$ cat src/forward_star_graph_store_unit_assert.svh
// Assertion macros for the graph store.
`ifndef FORWARD_STAR_GRAPH_STORE_UNIT_ASSERT_SVH
`define FORWARD_STAR_GRAPH_STORE_UNIT_ASSERT_SVH

// Checks that a condition implies a consequence on the same edge.
`define FSG_ASSERT_IMPL(label, cond, cons) \
    label: assert property (@(posedge clk) disable iff (!rst_n) (cond) |-> (cons)) \
        else $error("assertion failed");

// Checks that a condition implies a consequence at the next edge.
`define FSG_ASSERT_NEXT(label, cond, cons) \
    label: assert property (@(posedge clk) disable iff (!rst_n) (cond) |=> (cons)) \
        else $error("assertion failed");

`endif

$ cat src/fsg_pkg.sv
`timescale 1ns / 1ps
package fsg_pkg;
    localparam int MaxVertices = 32;
    localparam int MaxArcs     = 64;
    localparam int VidW        = $clog2(MaxVertices);
    localparam int AidW        = $clog2(MaxArcs);
    localparam int VcntW       = VidW + 1;
    localparam int AcntW       = AidW + 1;
    localparam int WeightW     = 16;
    localparam int PayloadW    = 32;
    localparam int ResultCap   = 64;

    localparam logic [2:0] OP_CLEAR  = 3'd0;
    localparam logic [2:0] OP_ADD_V  = 3'd1;
    localparam logic [2:0] OP_ADD_A  = 3'd2;
    localparam logic [2:0] OP_LIST   = 3'd3;
    localparam logic [2:0] OP_READ_W = 3'd4;
    localparam logic [2:0] OP_WRITE_W = 3'd5;
    localparam logic [2:0] OP_READ_V = 3'd6;

    localparam logic [2:0] ST_OK      = 3'd0;
    localparam logic [2:0] ST_FULL    = 3'd1;
    localparam logic [2:0] ST_NOT_FND = 3'd2;
    localparam logic [2:0] ST_BAD_ID  = 3'd3;
    localparam logic [2:0] ST_EMPTY   = 3'd4;

    localparam logic REG_VERTEX_LIMIT = 1'b0;
    localparam logic REG_ARC_LIMIT    = 1'b1;

    typedef struct packed {
        logic [2:0]          operation;
        logic [VidW-1:0]     from_vertex;
        logic [VidW-1:0]     to_vertex;
        logic [WeightW-1:0]  arc_weight;
        logic [PayloadW-1:0] vertex_payload;
    } cmd_t;

    typedef struct packed {
        logic [2:0]          status;
        logic [VidW-1:0]     neighbor_id;
        logic [WeightW-1:0]  weight_out;
        logic [PayloadW-1:0] payload_out;
        logic [VidW-1:0]     new_vertex_id;
        logic [VcntW-1:0]    vertex_total;
        logic                last;
    } result_t;
endpackage

$ cat src/fsg_cmd_queue.sv
`timescale 1ns / 1ps
module fsg_cmd_queue (
    input  logic          clk,
    input  logic          rst_n,
    input  logic          push,
    input  fsg_pkg::cmd_t push_data,
    input  logic          pop,
    output logic          full,
    output logic          not_empty,
    output fsg_pkg::cmd_t head
);
    import fsg_pkg::*;

    cmd_t       slot_reg [2];
    logic       wr_ptr_reg, wr_ptr_next, rd_ptr_reg, rd_ptr_next;
    logic [1:0] count_reg, count_next;

    always_comb
    begin
        wr_ptr_next = wr_ptr_reg ^ push;
        rd_ptr_next = rd_ptr_reg ^ pop;
        count_next  = count_reg + {1'b0, push} - {1'b0, pop};
    end

    always_ff @(posedge clk or negedge rst_n)
    begin
        if (!rst_n)
        begin
            wr_ptr_reg <= 1'b0;
            rd_ptr_reg <= 1'b0;
            count_reg  <= 2'd0;
        end
        else
        begin
            wr_ptr_reg <= wr_ptr_next;
            rd_ptr_reg <= rd_ptr_next;
            count_reg  <= count_next;
        end
    end

    always_ff @(posedge clk)
    begin
        if (push)
        begin
            slot_reg[wr_ptr_reg] <= push_data;
        end
    end

    assign full      = count_reg == 2'd2;
    assign not_empty = count_reg != 2'd0;
    assign head      = slot_reg[rd_ptr_reg];
endmodule

$ cat src/fsg_engine.sv
`timescale 1ns / 1ps
module fsg_engine (
    input  logic                     clk,
    input  logic                     rst_n,
    input  logic                     cmd_valid,
    input  fsg_pkg::cmd_t            cmd,
    output logic                     cmd_pop,
    input  logic [fsg_pkg::VcntW-1:0] vlim,
    input  logic [fsg_pkg::AcntW-1:0] alim,
    output logic                     res_strobe,
    output fsg_pkg::result_t         res,
    output logic                     idle
);
    import fsg_pkg::*;

    localparam logic [2:0] S_IDLE = 3'd0;
    localparam logic [2:0] S_HEAD = 3'd1;
    localparam logic [2:0] S_READ = 3'd2;
    localparam logic [2:0] S_WALK = 3'd3;
    localparam logic [2:0] S_DONE = 3'd4;
    localparam logic [2:0] S_EXAM = 3'd5;

    logic [AidW:0]     head_mem [MaxVertices];
    logic [VidW-1:0]   tgt_mem  [MaxArcs];
    logic [WeightW-1:0] wgt_mem [MaxArcs];
    logic [AidW:0]     link_mem [MaxArcs];
    logic [PayloadW-1:0] pay_mem [MaxVertices];

    logic [MaxVertices-1:0] head_vld_reg, head_vld_next;
    logic [2:0]        state_reg, state_next;
    cmd_t              cur_reg, cur_next;
    logic [VcntW-1:0]  vtot_reg, vtot_next;
    logic [AcntW-1:0]  atot_reg, atot_next;
    logic [AidW:0]     idx_reg, idx_next;
    logic [AcntW-1:0]  cnt_reg, cnt_next;
    logic [AidW:0]     head_q, link_q;
    logic [VidW-1:0]   tgt_q;
    logic [WeightW-1:0] wgt_q;
    logic [PayloadW-1:0] pay_q;
    logic              res_strobe_reg, res_strobe_next;
    result_t           res_reg, res_next;

    logic src_ok, dst_ok, walk_end, chain_end, is_read;
    logic pay_we, arc_we, head_we, wgt_we;
    logic [AidW-1:0] wgt_addr;
    logic [AidW:0] head_rd;

    assign src_ok   = {1'b0, cur_reg.from_vertex} < vtot_reg;
    assign dst_ok   = {1'b0, cur_reg.to_vertex} < vtot_reg;
    assign is_read  = cur_reg.operation == OP_READ_W;
    assign head_rd  = head_vld_reg[cur_reg.from_vertex] ? head_q : (AidW+1)'(MaxArcs);
    assign walk_end = !(link_q < atot_reg) || (cnt_reg + 1'b1 >= AcntW'(ResultCap));
    assign chain_end = !(link_q < atot_reg) || (cnt_reg + 1'b1 >= AcntW'(MaxArcs));
    assign cmd_pop  = (state_reg == S_IDLE) && cmd_valid;
    assign idle     = (state_reg == S_IDLE) && !res_strobe_reg;

    always_comb
    begin
        state_next      = state_reg;
        cur_next        = cur_reg;
        vtot_next       = vtot_reg;
        atot_next       = atot_reg;
        head_vld_next   = head_vld_reg;
        idx_next        = idx_reg;
        cnt_next        = cnt_reg;
        res_strobe_next = 1'b0;
        res_next        = '{status: ST_OK, neighbor_id: '0, weight_out: '0,
                            payload_out: '0, new_vertex_id: '0,
                            vertex_total: vtot_reg, last: 1'b1};
        pay_we   = 1'b0;
        arc_we   = 1'b0;
        head_we  = 1'b0;
        wgt_we   = 1'b0;
        wgt_addr = atot_reg[AidW-1:0];
        unique case (state_reg)
            S_IDLE:
            begin
                if (cmd_valid)
                begin
                    cur_next   = cmd;
                    state_next = S_HEAD;
                end
            end
            S_HEAD:
                // Wait for the registered head and payload reads.
                state_next = S_READ;
            S_READ:
            begin
                state_next      = S_DONE;
                res_strobe_next = 1'b1;
                idx_next        = head_rd;
                cnt_next        = '0;
                unique case (cur_reg.operation)
                    OP_CLEAR:
                    begin
                        vtot_next = '0;
                        atot_next = '0;
                        head_vld_next = '0;
                        res_next.vertex_total = '0;
                    end
                    OP_ADD_V:
                    begin
                        if (vtot_reg >= vlim)
                            res_next.status = ST_FULL;
                        else
                        begin
                            pay_we = 1'b1;
                            head_vld_next[vtot_reg[VidW-1:0]] = 1'b0;
                            vtot_next = vtot_reg + 1'b1;
                            res_next.new_vertex_id = vtot_reg[VidW-1:0];
                            res_next.vertex_total = vtot_reg + 1'b1;
                        end
                    end
                    OP_ADD_A:
                    begin
                        if (atot_reg >= alim)
                            res_next.status = ST_FULL;
                        else if (!src_ok || !dst_ok)
                            res_next.status = ST_BAD_ID;
                        else
                        begin
                            arc_we  = 1'b1;
                            wgt_we  = 1'b1;
                            head_we = 1'b1;
                            head_vld_next[cur_reg.from_vertex] = 1'b1;
                            atot_next = atot_reg + 1'b1;
                        end
                    end
                    OP_LIST:
                    begin
                        if (!src_ok)
                            res_next.status = ST_BAD_ID;
                        else if (!(head_rd < atot_reg))
                            res_next.status = ST_EMPTY;
                        else
                        begin
                            res_strobe_next = 1'b0;
                            state_next = S_WALK;
                        end
                    end
                    OP_READ_W, OP_WRITE_W:
                    begin
                        if (!src_ok || !dst_ok)
                        begin
                            res_next.status = ST_BAD_ID;
                            if (is_read)
                                res_next.weight_out = '1;
                        end
                        else if (!(head_rd < atot_reg))
                        begin
                            res_next.status = ST_NOT_FND;
                            if (is_read)
                                res_next.weight_out = '1;
                        end
                        else
                        begin
                            res_strobe_next = 1'b0;
                            state_next = S_WALK;
                        end
                    end
                    OP_READ_V:
                    begin
                        if (!src_ok)
                            res_next.status = ST_BAD_ID;
                        else
                            res_next.payload_out = pay_q;
                    end
                    default:
                    begin
                        res_strobe_next = 1'b0;
                        state_next = S_IDLE;
                    end
                endcase
            end
            S_WALK:
                // The arc at idx_reg is read this cycle; examine it next.
                state_next = S_EXAM;
            S_DONE:
                state_next = S_IDLE;
            S_EXAM:
            begin
                // One link of the chain per pass through S_WALK and S_EXAM.
                if (cur_reg.operation == OP_LIST)
                begin
                    res_strobe_next = 1'b1;
                    res_next.neighbor_id = tgt_q;
                    res_next.last = walk_end;
                    cnt_next = cnt_reg + 1'b1;
                    idx_next = link_q;
                    state_next = walk_end ? S_IDLE : S_WALK;
                end
                else if (tgt_q == cur_reg.to_vertex)
                begin
                    res_strobe_next = 1'b1;
                    if (is_read)
                        res_next.weight_out = wgt_q;
                    else
                    begin
                        wgt_we   = 1'b1;
                        wgt_addr = idx_reg[AidW-1:0];
                    end
                    state_next = S_IDLE;
                end
                else if (chain_end)
                begin
                    res_strobe_next = 1'b1;
                    res_next.status = ST_NOT_FND;
                    if (is_read)
                        res_next.weight_out = '1;
                    state_next = S_IDLE;
                end
                else
                begin
                    cnt_next = cnt_reg + 1'b1;
                    idx_next = link_q;
                    state_next = S_WALK;
                end
            end
            default:
                state_next = S_IDLE;
        endcase
    end

    always_ff @(posedge clk)
    begin
        head_q <= head_mem[cur_reg.from_vertex];
        pay_q  <= pay_mem[cur_reg.from_vertex];
        tgt_q  <= tgt_mem[idx_reg[AidW-1:0]];
        wgt_q  <= wgt_mem[idx_reg[AidW-1:0]];
        link_q <= link_mem[idx_reg[AidW-1:0]];
        if (pay_we)
            pay_mem[vtot_reg[VidW-1:0]] <= cur_reg.vertex_payload;
        if (arc_we)
        begin
            tgt_mem[atot_reg[AidW-1:0]]  <= cur_reg.to_vertex;
            link_mem[atot_reg[AidW-1:0]] <= head_rd;
        end
        if (wgt_we)
            wgt_mem[wgt_addr] <= cur_reg.arc_weight;
        if (head_we)
            head_mem[cur_reg.from_vertex] <= atot_reg;
        cur_reg <= cur_next;
        idx_reg <= idx_next;
        cnt_reg <= cnt_next;
        res_reg <= res_next;
    end

    always_ff @(posedge clk or negedge rst_n)
    begin
        if (!rst_n)
        begin
            state_reg      <= S_IDLE;
            vtot_reg       <= '0;
            atot_reg       <= '0;
            head_vld_reg   <= '0;
            res_strobe_reg <= 1'b0;
        end
        else
        begin
            state_reg      <= state_next;
            vtot_reg       <= vtot_next;
            atot_reg       <= atot_next;
            head_vld_reg   <= head_vld_next;
            res_strobe_reg <= res_strobe_next;
        end
    end

    assign res_strobe = res_strobe_reg;
    assign res        = res_reg;
endmodule

$ cat src/forward_star_graph_store_unit.sv
`timescale 1ns / 1ps
// Channel   | Ports                          | Handshake
// command   | start, busy, cmd               | taken when start && !busy
// result    | result_strobe, result          | one cycle, cannot be held off
// config    | cfg_write, cfg_index, cfg_data | written when cfg_write is high
// A command steps through the head and read states; list, read weight and write
// weight add a walk and an examine state per arc link, set by the registered arc read.
// Reset clears the counts and the head valid bits at once; no clearing pass.
// A two-entry command queue sits between intake and the engine; busy is its full flag.
module forward_star_graph_store_unit (
    input  logic                      clk,
    input  logic                      rst_n,
    input  logic                      start,
    output logic                      busy,
    input  fsg_pkg::cmd_t             cmd,
    output logic                      result_strobe,
    output fsg_pkg::result_t          result,
    input  logic                      cfg_write,
    input  logic                      cfg_index,
    input  logic [fsg_pkg::AcntW-1:0] cfg_data
);
    import fsg_pkg::*;

    logic [VcntW-1:0] vlim_reg;
    logic [AcntW-1:0] alim_reg;
    logic q_full, q_ne, pop, eng_idle;
    cmd_t q_head;

    always_ff @(posedge clk or negedge rst_n)
    begin
        if (!rst_n)
        begin
            vlim_reg <= VcntW'(MaxVertices);
            alim_reg <= AcntW'(MaxArcs);
        end
        else if (cfg_write)
        begin
            unique case (cfg_index)
                REG_VERTEX_LIMIT: vlim_reg <= cfg_data[VcntW-1:0];
                REG_ARC_LIMIT:    alim_reg <= cfg_data;
                default: ;
            endcase
        end
    end

    assign busy = q_full;

    fsg_cmd_queue u_queue (
        .clk(clk), .rst_n(rst_n), .push(start && !q_full), .push_data(cmd),
        .pop(pop), .full(q_full), .not_empty(q_ne), .head(q_head)
    );

    fsg_engine u_engine (
        .clk(clk), .rst_n(rst_n), .cmd_valid(q_ne), .cmd(q_head), .cmd_pop(pop),
        .vlim((vlim_reg > VcntW'(MaxVertices)) ? VcntW'(MaxVertices) : vlim_reg),
        .alim((alim_reg > AcntW'(MaxArcs)) ? AcntW'(MaxArcs) : alim_reg),
        .res_strobe(result_strobe), .res(result), .idle(eng_idle)
    );

`include "forward_star_graph_store_unit_assert.svh"
    `FSG_ASSERT_NEXT(a_pop_busy, pop, !eng_idle)
    `FSG_ASSERT_IMPL(a_total_range, result_strobe, result.vertex_total <= VcntW'(MaxVertices))
    `FSG_ASSERT_IMPL(a_strobe_notidle, result_strobe, !eng_idle)
endmodule

$ cat config.mk
export PLATFORM = sky130hd
export DESIGN_NAME = forward_star_graph_store_unit
export DESIGN_NICKNAME = d
export VERILOG_FILES = /design/src/fsg_pkg.sv /design/src/fsg_cmd_queue.sv /design/src/fsg_engine.sv /design/src/forward_star_graph_store_unit.sv
export VERILOG_INCLUDE_DIRS = /design/src /design/src/src
export SDC_FILE = /design/constraint.sdc
export NUM_CORES = 2
export LEC_CHECK = 0
export ABC_AREA = 0
export ABC_CLOCK_PERIOD_IN_PS = 7600
export BUFFER_PORTS_ARGS = -buffer_cell sky130_fd_sc_hd__clkbuf_2
export CAP_MARGIN = 20
export CORE_MARGIN = 3
export CORE_UTILIZATION = 55
export DETAILED_ROUTE_END_ITERATION = 7
export HOLD_SLACK_MARGIN = 0.1
export PLACE_DENSITY = 0.77
export SYNTH_ARGS = -nofsm -noshare
export SYNTH_HDL_FRONTEND = slang
export SYNTH_SLANG_ARGS = --single-unit
export TNS_END_PERCENT = 1
$ cat constraint.sdc
create_clock -name clk -period 7.6 [get_ports clk]
set_clock_uncertainty 0.1 [all_clocks]
set_input_delay 1.52 -clock clk [delete_from_list [all_inputs] [get_ports clk]]
set_output_delay 1.52 -clock clk [all_outputs]
set_load 0.05 [all_outputs]
After elaboration in Yosys (flattened, before gate mapping):

Memory sizes are Yosys's and may differ from the RTL's. A register that Yosys moved wholly into a read port is not among the register bits.
Index checks and enable logic that the tools add are counted.

* flip-flop bits (word level): 147
* RAM bits: 3162
* memories kept: 6
* logic and storage cells: 189
* input port bits: 73

Memories
* u_engine.pay_mem: words 32, bits a word 32, rd ports 1, clocked after Yosys merged registers in 1, write ports 1, line fsg_engine.sv:27 `logic [PayloadW-1:0] pay_mem [MaxVertices];`
* u_engine.wgt_mem: words 64, bits a word 16, rd ports 1, clocked after Yosys merged registers in 1, write ports 1, line fsg_engine.sv:25 `logic [WeightW-1:0] wgt_mem [MaxArcs];`
* u_engine.link_mem: words 64, bits a word 7, rd ports 1, clocked after Yosys merged registers in 1, write ports 1, line fsg_engine.sv:26 `logic [AidW:0] link_mem [MaxArcs];`
* u_engine.tgt_mem: words 64, bits a word 5, rd ports 1, clocked after Yosys merged registers in 1, write ports 1, line fsg_engine.sv:24 `logic [VidW-1:0] tgt_mem [MaxArcs];`
* u_engine.head_mem: words 32, bits a word 7, rd ports 1, clocked after Yosys merged registers in 1, write ports 1, line fsg_engine.sv:23 `logic [AidW:0] head_mem [MaxVertices];`
* u_queue.slot_reg: words 2, bits a word 61, rd ports 1, clocked after Yosys merged registers in 1, write ports 1, line fsg_cmd_queue.sv:14 `cmd_t slot_reg [2];`

* bitwise logic cells: 8
* eq/ne operators: 18
* muxes and demuxes: 91
* $add $sub $neg: 5
* reductions and logical operators: 29
* $lt $le $gt $ge: 13

Operator list (count)
* 2-to-1 mux 16 bit: 8
* 2-to-1 mux 32 bit: 3
* case mux 32 bit (3 select lines): 1
* 2-to-1 mux 6 bit: 10
* 2-to-1 mux 7 bit: 7
* case mux 6 bit (2 select lines): 3
* 2-to-1 mux 3 bit: 11
* AND 32 bit: 1
* NOT 32 bit: 1
* bitwise OR 32 bit: 1
* case mux 16 bit (2 select lines): 1
* case mux 3 bit (5 select lines): 2
* 2-to-1 mux 1 bit: 28
* case mux 7 bit (2 select lines): 2
* adder 7 x 1 -> 7 bit (second input constant): 2
* < comparator 7 bit: 2
* equality test 3 x 2 -> 1 bit (second input constant): 4
* equality test 3 bit (second input constant): 4
* < comparator 5 x 6 -> 1 bit: 2
* < comparator 5 x 6 -> 1 bit (second input constant): 2
* 2-to-1 mux 2 bit: 6
* 2-to-1 mux 11 bit: 1
* demux 1 bit (select 5 bit): 2
* greater-or-equal comparator 5 x 1 -> 1 bit (second input constant): 2
* 35 further kinds: 58

Longest topological paths before layout:

* depth after elaboration: 9
* depth in mapped cells: 15

Hierarchy:

Synthesis repeated with hierarchy kept, for this count alone.

* cells, all modules: 5759
* area, all modules: 130687.8 µm²

By module, submodules not included
* fsg_engine: seq. area each 97438.5 µm², cells each 5510, area each 125163.8 µm², instances 1
* fsg_cmd_queue: seq. area each 3763.6 µm², cells each 206, area each 4913.5 µm², instances 1
* forward_star_graph_store_unit: seq. area each 327.8 µm², cells each 43, area each 610.6 µm², instances 1

Least setup slack after synthesis:

OpenSTA, ideal clock, no wires.

* path type: register to register
* from: register u_engine.state_reg[0]
* to: register u_queue.count_reg[1]
* stages on the path, launching flop included: 8
* data arrival time: 7.958 ns
* library setup time: 0.080 ns
* path slack: -0.538 ns
* required time: 7.420 ns
* clock period less this slack: 8.138 ns
* path through: dfrtp_1 buf_2 nor4_1 ha_1 inv_1 ha_1 xnor2_1 xnor2_1

* longest elaborated chain between the ends: 3

Ends and longest elaborated chain
* from (decl): line fsg_engine.sv:30 `logic [2:0] state_reg, state_next;`
* from (signal assigned): line fsg_engine.sv:260 `state_reg <= state_next;`
* logical NOT 3 bit: line fsg_engine.sv:54 `assign cmd_pop = (state_reg == S_IDLE) && cmd_valid;`
* logical AND 1 bit: line fsg_engine.sv:54
* via pop: line forward_star_graph_store_unit.sv:26 `logic q_full, q_ne, pop, eng_idle;`
* subtractor 2 x 1 -> 2 bit: line fsg_cmd_queue.sv:22 `count_next = count_reg + {1'b0, push} - {1'b0, pop};`
* via u_queue.count_next[1]: line fsg_cmd_queue.sv:16 `logic [1:0] count_reg, count_next;`
* to (signal assigned): line fsg_cmd_queue.sv:37 `count_reg <= count_next;`
* to (decl): line fsg_cmd_queue.sv:16

The timed path passes the listed nets, and every way through them passes these cells.
A chain may end at the register's enable or synchronous reset.

==> summary.txt <==
STA
  • Max Transition Viols Final: 0
  • Tcrit/Tclk final: 0.702
  • RSZ-0062 raised after global routing: no
  • Worst Max-Slew Pin Slew: 1.14 ns
  • Final hold vios: 0
  • Setup ws final: 2.26 ns
  • Hold WS: 0.329 ns
  • Setup violators final: 0
  • Minimum clock period: 5.34 ns
  • Max Fclk: 187 MHz
  • Final total negative setup slack: 0 ns
  • Rel. slew slack: 0.238

GRT
  • Antenna violations before repair: 16
  • GRT Total Usage: 0.275
  • Vias in the first global route: 65900
  • Pin count of the biggest net entering global routing: 143
  • GRT overflow: 0
  • First-pass GRT wire length: 480000 microns

Synthesis
  • Top post-synthesis cells by count: 3236 x edfxtp_1, 872 x mux4_2, 212 x a22oi_1
  • EDFF count, synth: 3236
  • Commonest register cell after synthesis: edfxtp_1
  • Syn_area_per_cell: 22.4 sq um
  • Top-area cell type share of the netlist area: 0.746
  • Synth top area cells: edfxtp_1 75%, mux4_2 15%, dfxtp_1 2.1%, dfrtp_1 1.2%, a22oi_1 1.2%
  • Synth unique cells: 71
  • Seq/Total Area, Yosys: 0.779
  • Mapped Cells: 5813
  • Mapped Area: 130000 sq um
  • Syn_nets: 5929
  • #FFs+latches synth: 3437
  • Top-count cell post-synth: edfxtp_1
  • Ys Warns: 0
  • Dominant cell type by area after synthesis: edfxtp_1
  • Async SR Flop Fraction: 0.0192

CTS
  • Post-CTS Setup Bufs: 0
  • CTS Sinks: 3437
  • Post-CTS sizing: 0
  • Root Buffer: clkbuf_16
  • Max H-tree Level: 5
  • Worst skew pair latency: 0.98 ns
  • Hold_buf cts: 0
  • CTS tree: done
  • Clock-pin slew on the worst setup and hold paths: 0.07 ns
  • Clk buf depth: 4
  • TritonCTS Buffers: 345

Route
  • Total number of vias: 65200
  • Initial DRT Pass Iterations: 6
  • Number of DRC markers in iteration 0: 9689
  • Residual DRC: 0
  • WL/cell: 34.6 microns
  • Final WL: 333000 microns
  • Remaining antenna violation count after routing: 0
  • Drt via density: 6.79

Floorplanning
  • I/O pin count: 143
  • Die area: 243000 sq um
  • Row count: 178
  • Die Ht: 493 microns
  • Initial core utilization: 0.553
  • Die W: 493 microns
  • Total core area: 235000 sq um

Outcome
  • Status: finished clean

Final layout
  • Share of layout cells above drive strength 1: 0.299
  • Area growth from synthesis to layout: 12.6%
  • Nets: 6296

Power and ir drop
  • Peak supply drop: 324 uV
  • P_leak: 46.6 nW
  • PD cells: 343 nW/um^2

Placement
  • RePlAce Congestion: 0.868
  • Number of buffers added on ports: 142
  • Post-DP HPWL: 174000 microns
  • Pre-CTS WS: 2.36 ns

Critical path
  • CP Class: reg -> reg
  • CP max stage cell: nor4_1
  • Critical Path RT: 8.32 ns
  • Crit path launch type: flip-flop
  • CP Cell Sequence: buf_4 > mux2i_1 > o22ai_1 > nor4_1 > mux2i_1 > and2_2 > buf_4 > ha_1 > a211oi_1 > o21ai_0 > a31o_2 > o311ai_2 > buf_4 > o21ai_0
  • Slowest cell delay on critical path: 0.87 ns
  • CP Capture Type: flip-flop
  • Critical Path AT: 6.06 ns
  • CP Max Fanout: 66
  • Flop-to-flop setup slack: 2.26 ns
  • Worst path most repeated cell: buf_4

Min path
  • HP Class: reg -> reg

Run
  • Max Cap Violations: 0
[critical path: cells and delay by family, from the launching register on]
| kind | cells | cell delay, ns |
|---|---|---|
| fa+ha+maj | 1 | 0.43 |
| simple gates | 2 | 1.19 |
| compound gates | 6 | 1.22 |
| flops | 1 | 0.47 |
| buf+inv | 3 | 1.12 |
| mux | 2 | 0.66 |
[through the flow]
step,power [W],area (sq um),cells,utilization
2_1_floorplan,0.0304,130000,5813,-
3_3_place_gp,0.0338,136000,8977,0.577
3_5_place_dp,0.0341,136000,8978,0.577
4_1_cts,0.0505,147000,9583,0.623
5_1_grt,0.0518,147000,9593,0.623
6_report,0.0504,147000,9597,0.623
[final cells by class]
class                      instances  area (sq um)
antenna                            9          22.5
clock buffer                     444          9320
clock inverter                   161          1400
fill                           15000         88700
inverter                          29           109
multi-input combinational       2022         27900
sequential                      3437        102000
tap                             3150          3940
timing repair buffer             345          2420
[power by group]
part / switching (W) / internal (W)
Sequential: 0.00105 / 0.0233
Combinational: 0.00610 / 0.00354
Clock: 0.00703 / 0.00939
Total: 0.0142 / 0.0362
[final timing paths]
| path | from | endpoint | cells after the start |
|---|---|---|---|
| setup / recovery | u_engine.cur_reg[54] | u_engine.res[48] | 14 |
| hold / removal | u_engine.pay_q[20] | u_engine.res[32] | 1 |
| setup reg to reg | u_engine.cur_reg[54] | u_engine.res[48] | 14 |
| hold reg to reg | u_engine.pay_q[20] | u_engine.res[32] | 1 |
| max in group asynchronous | rst_n | u_queue.rd_ptr_reg | 1 |
| min in group asynchronous | rst_n | u_engine.atot_reg[0] | 1 |
[cells in the final DEF (no fill, tap or decap), types with 48 or more instances in the layout]
master / count
buf_4: 189
mux4_2: 872
clkbuf_2: 141
clkbuf_16: 351
o21ai_0: 62
nor3_2: 59
mux2_2: 83
nor2_1: 161
clkinv_1: 48
clkbuf_1: 74
clkinv_2: 55
nand2_1: 88
edfxtp_1: 3236
dfxtp_1: 135
dfrtp_1: 63
a22oi_1: 212
nand4_1: 49
[cells by family after synthesis]
logic type | Yosys count | share of synthesized area
flops | 3437 | 0.779
mux | 978 | 0.160
simple gates | 556 | 0.0207
compound gates | 433 | 0.0244
buf+inv | 354 | 0.0110
fa+ha+maj | 43 | 0.00413
xor+xnor | 12 | 0.000807
[metal layers]
metal	wire length, microns	GRT usage
met3	37500	0.0583
met5	53	0
met4	14900	0.115
met1	116000	0.375
met2	164000	0.439
No activity file was read; power rests on OpenSTA's default activity.
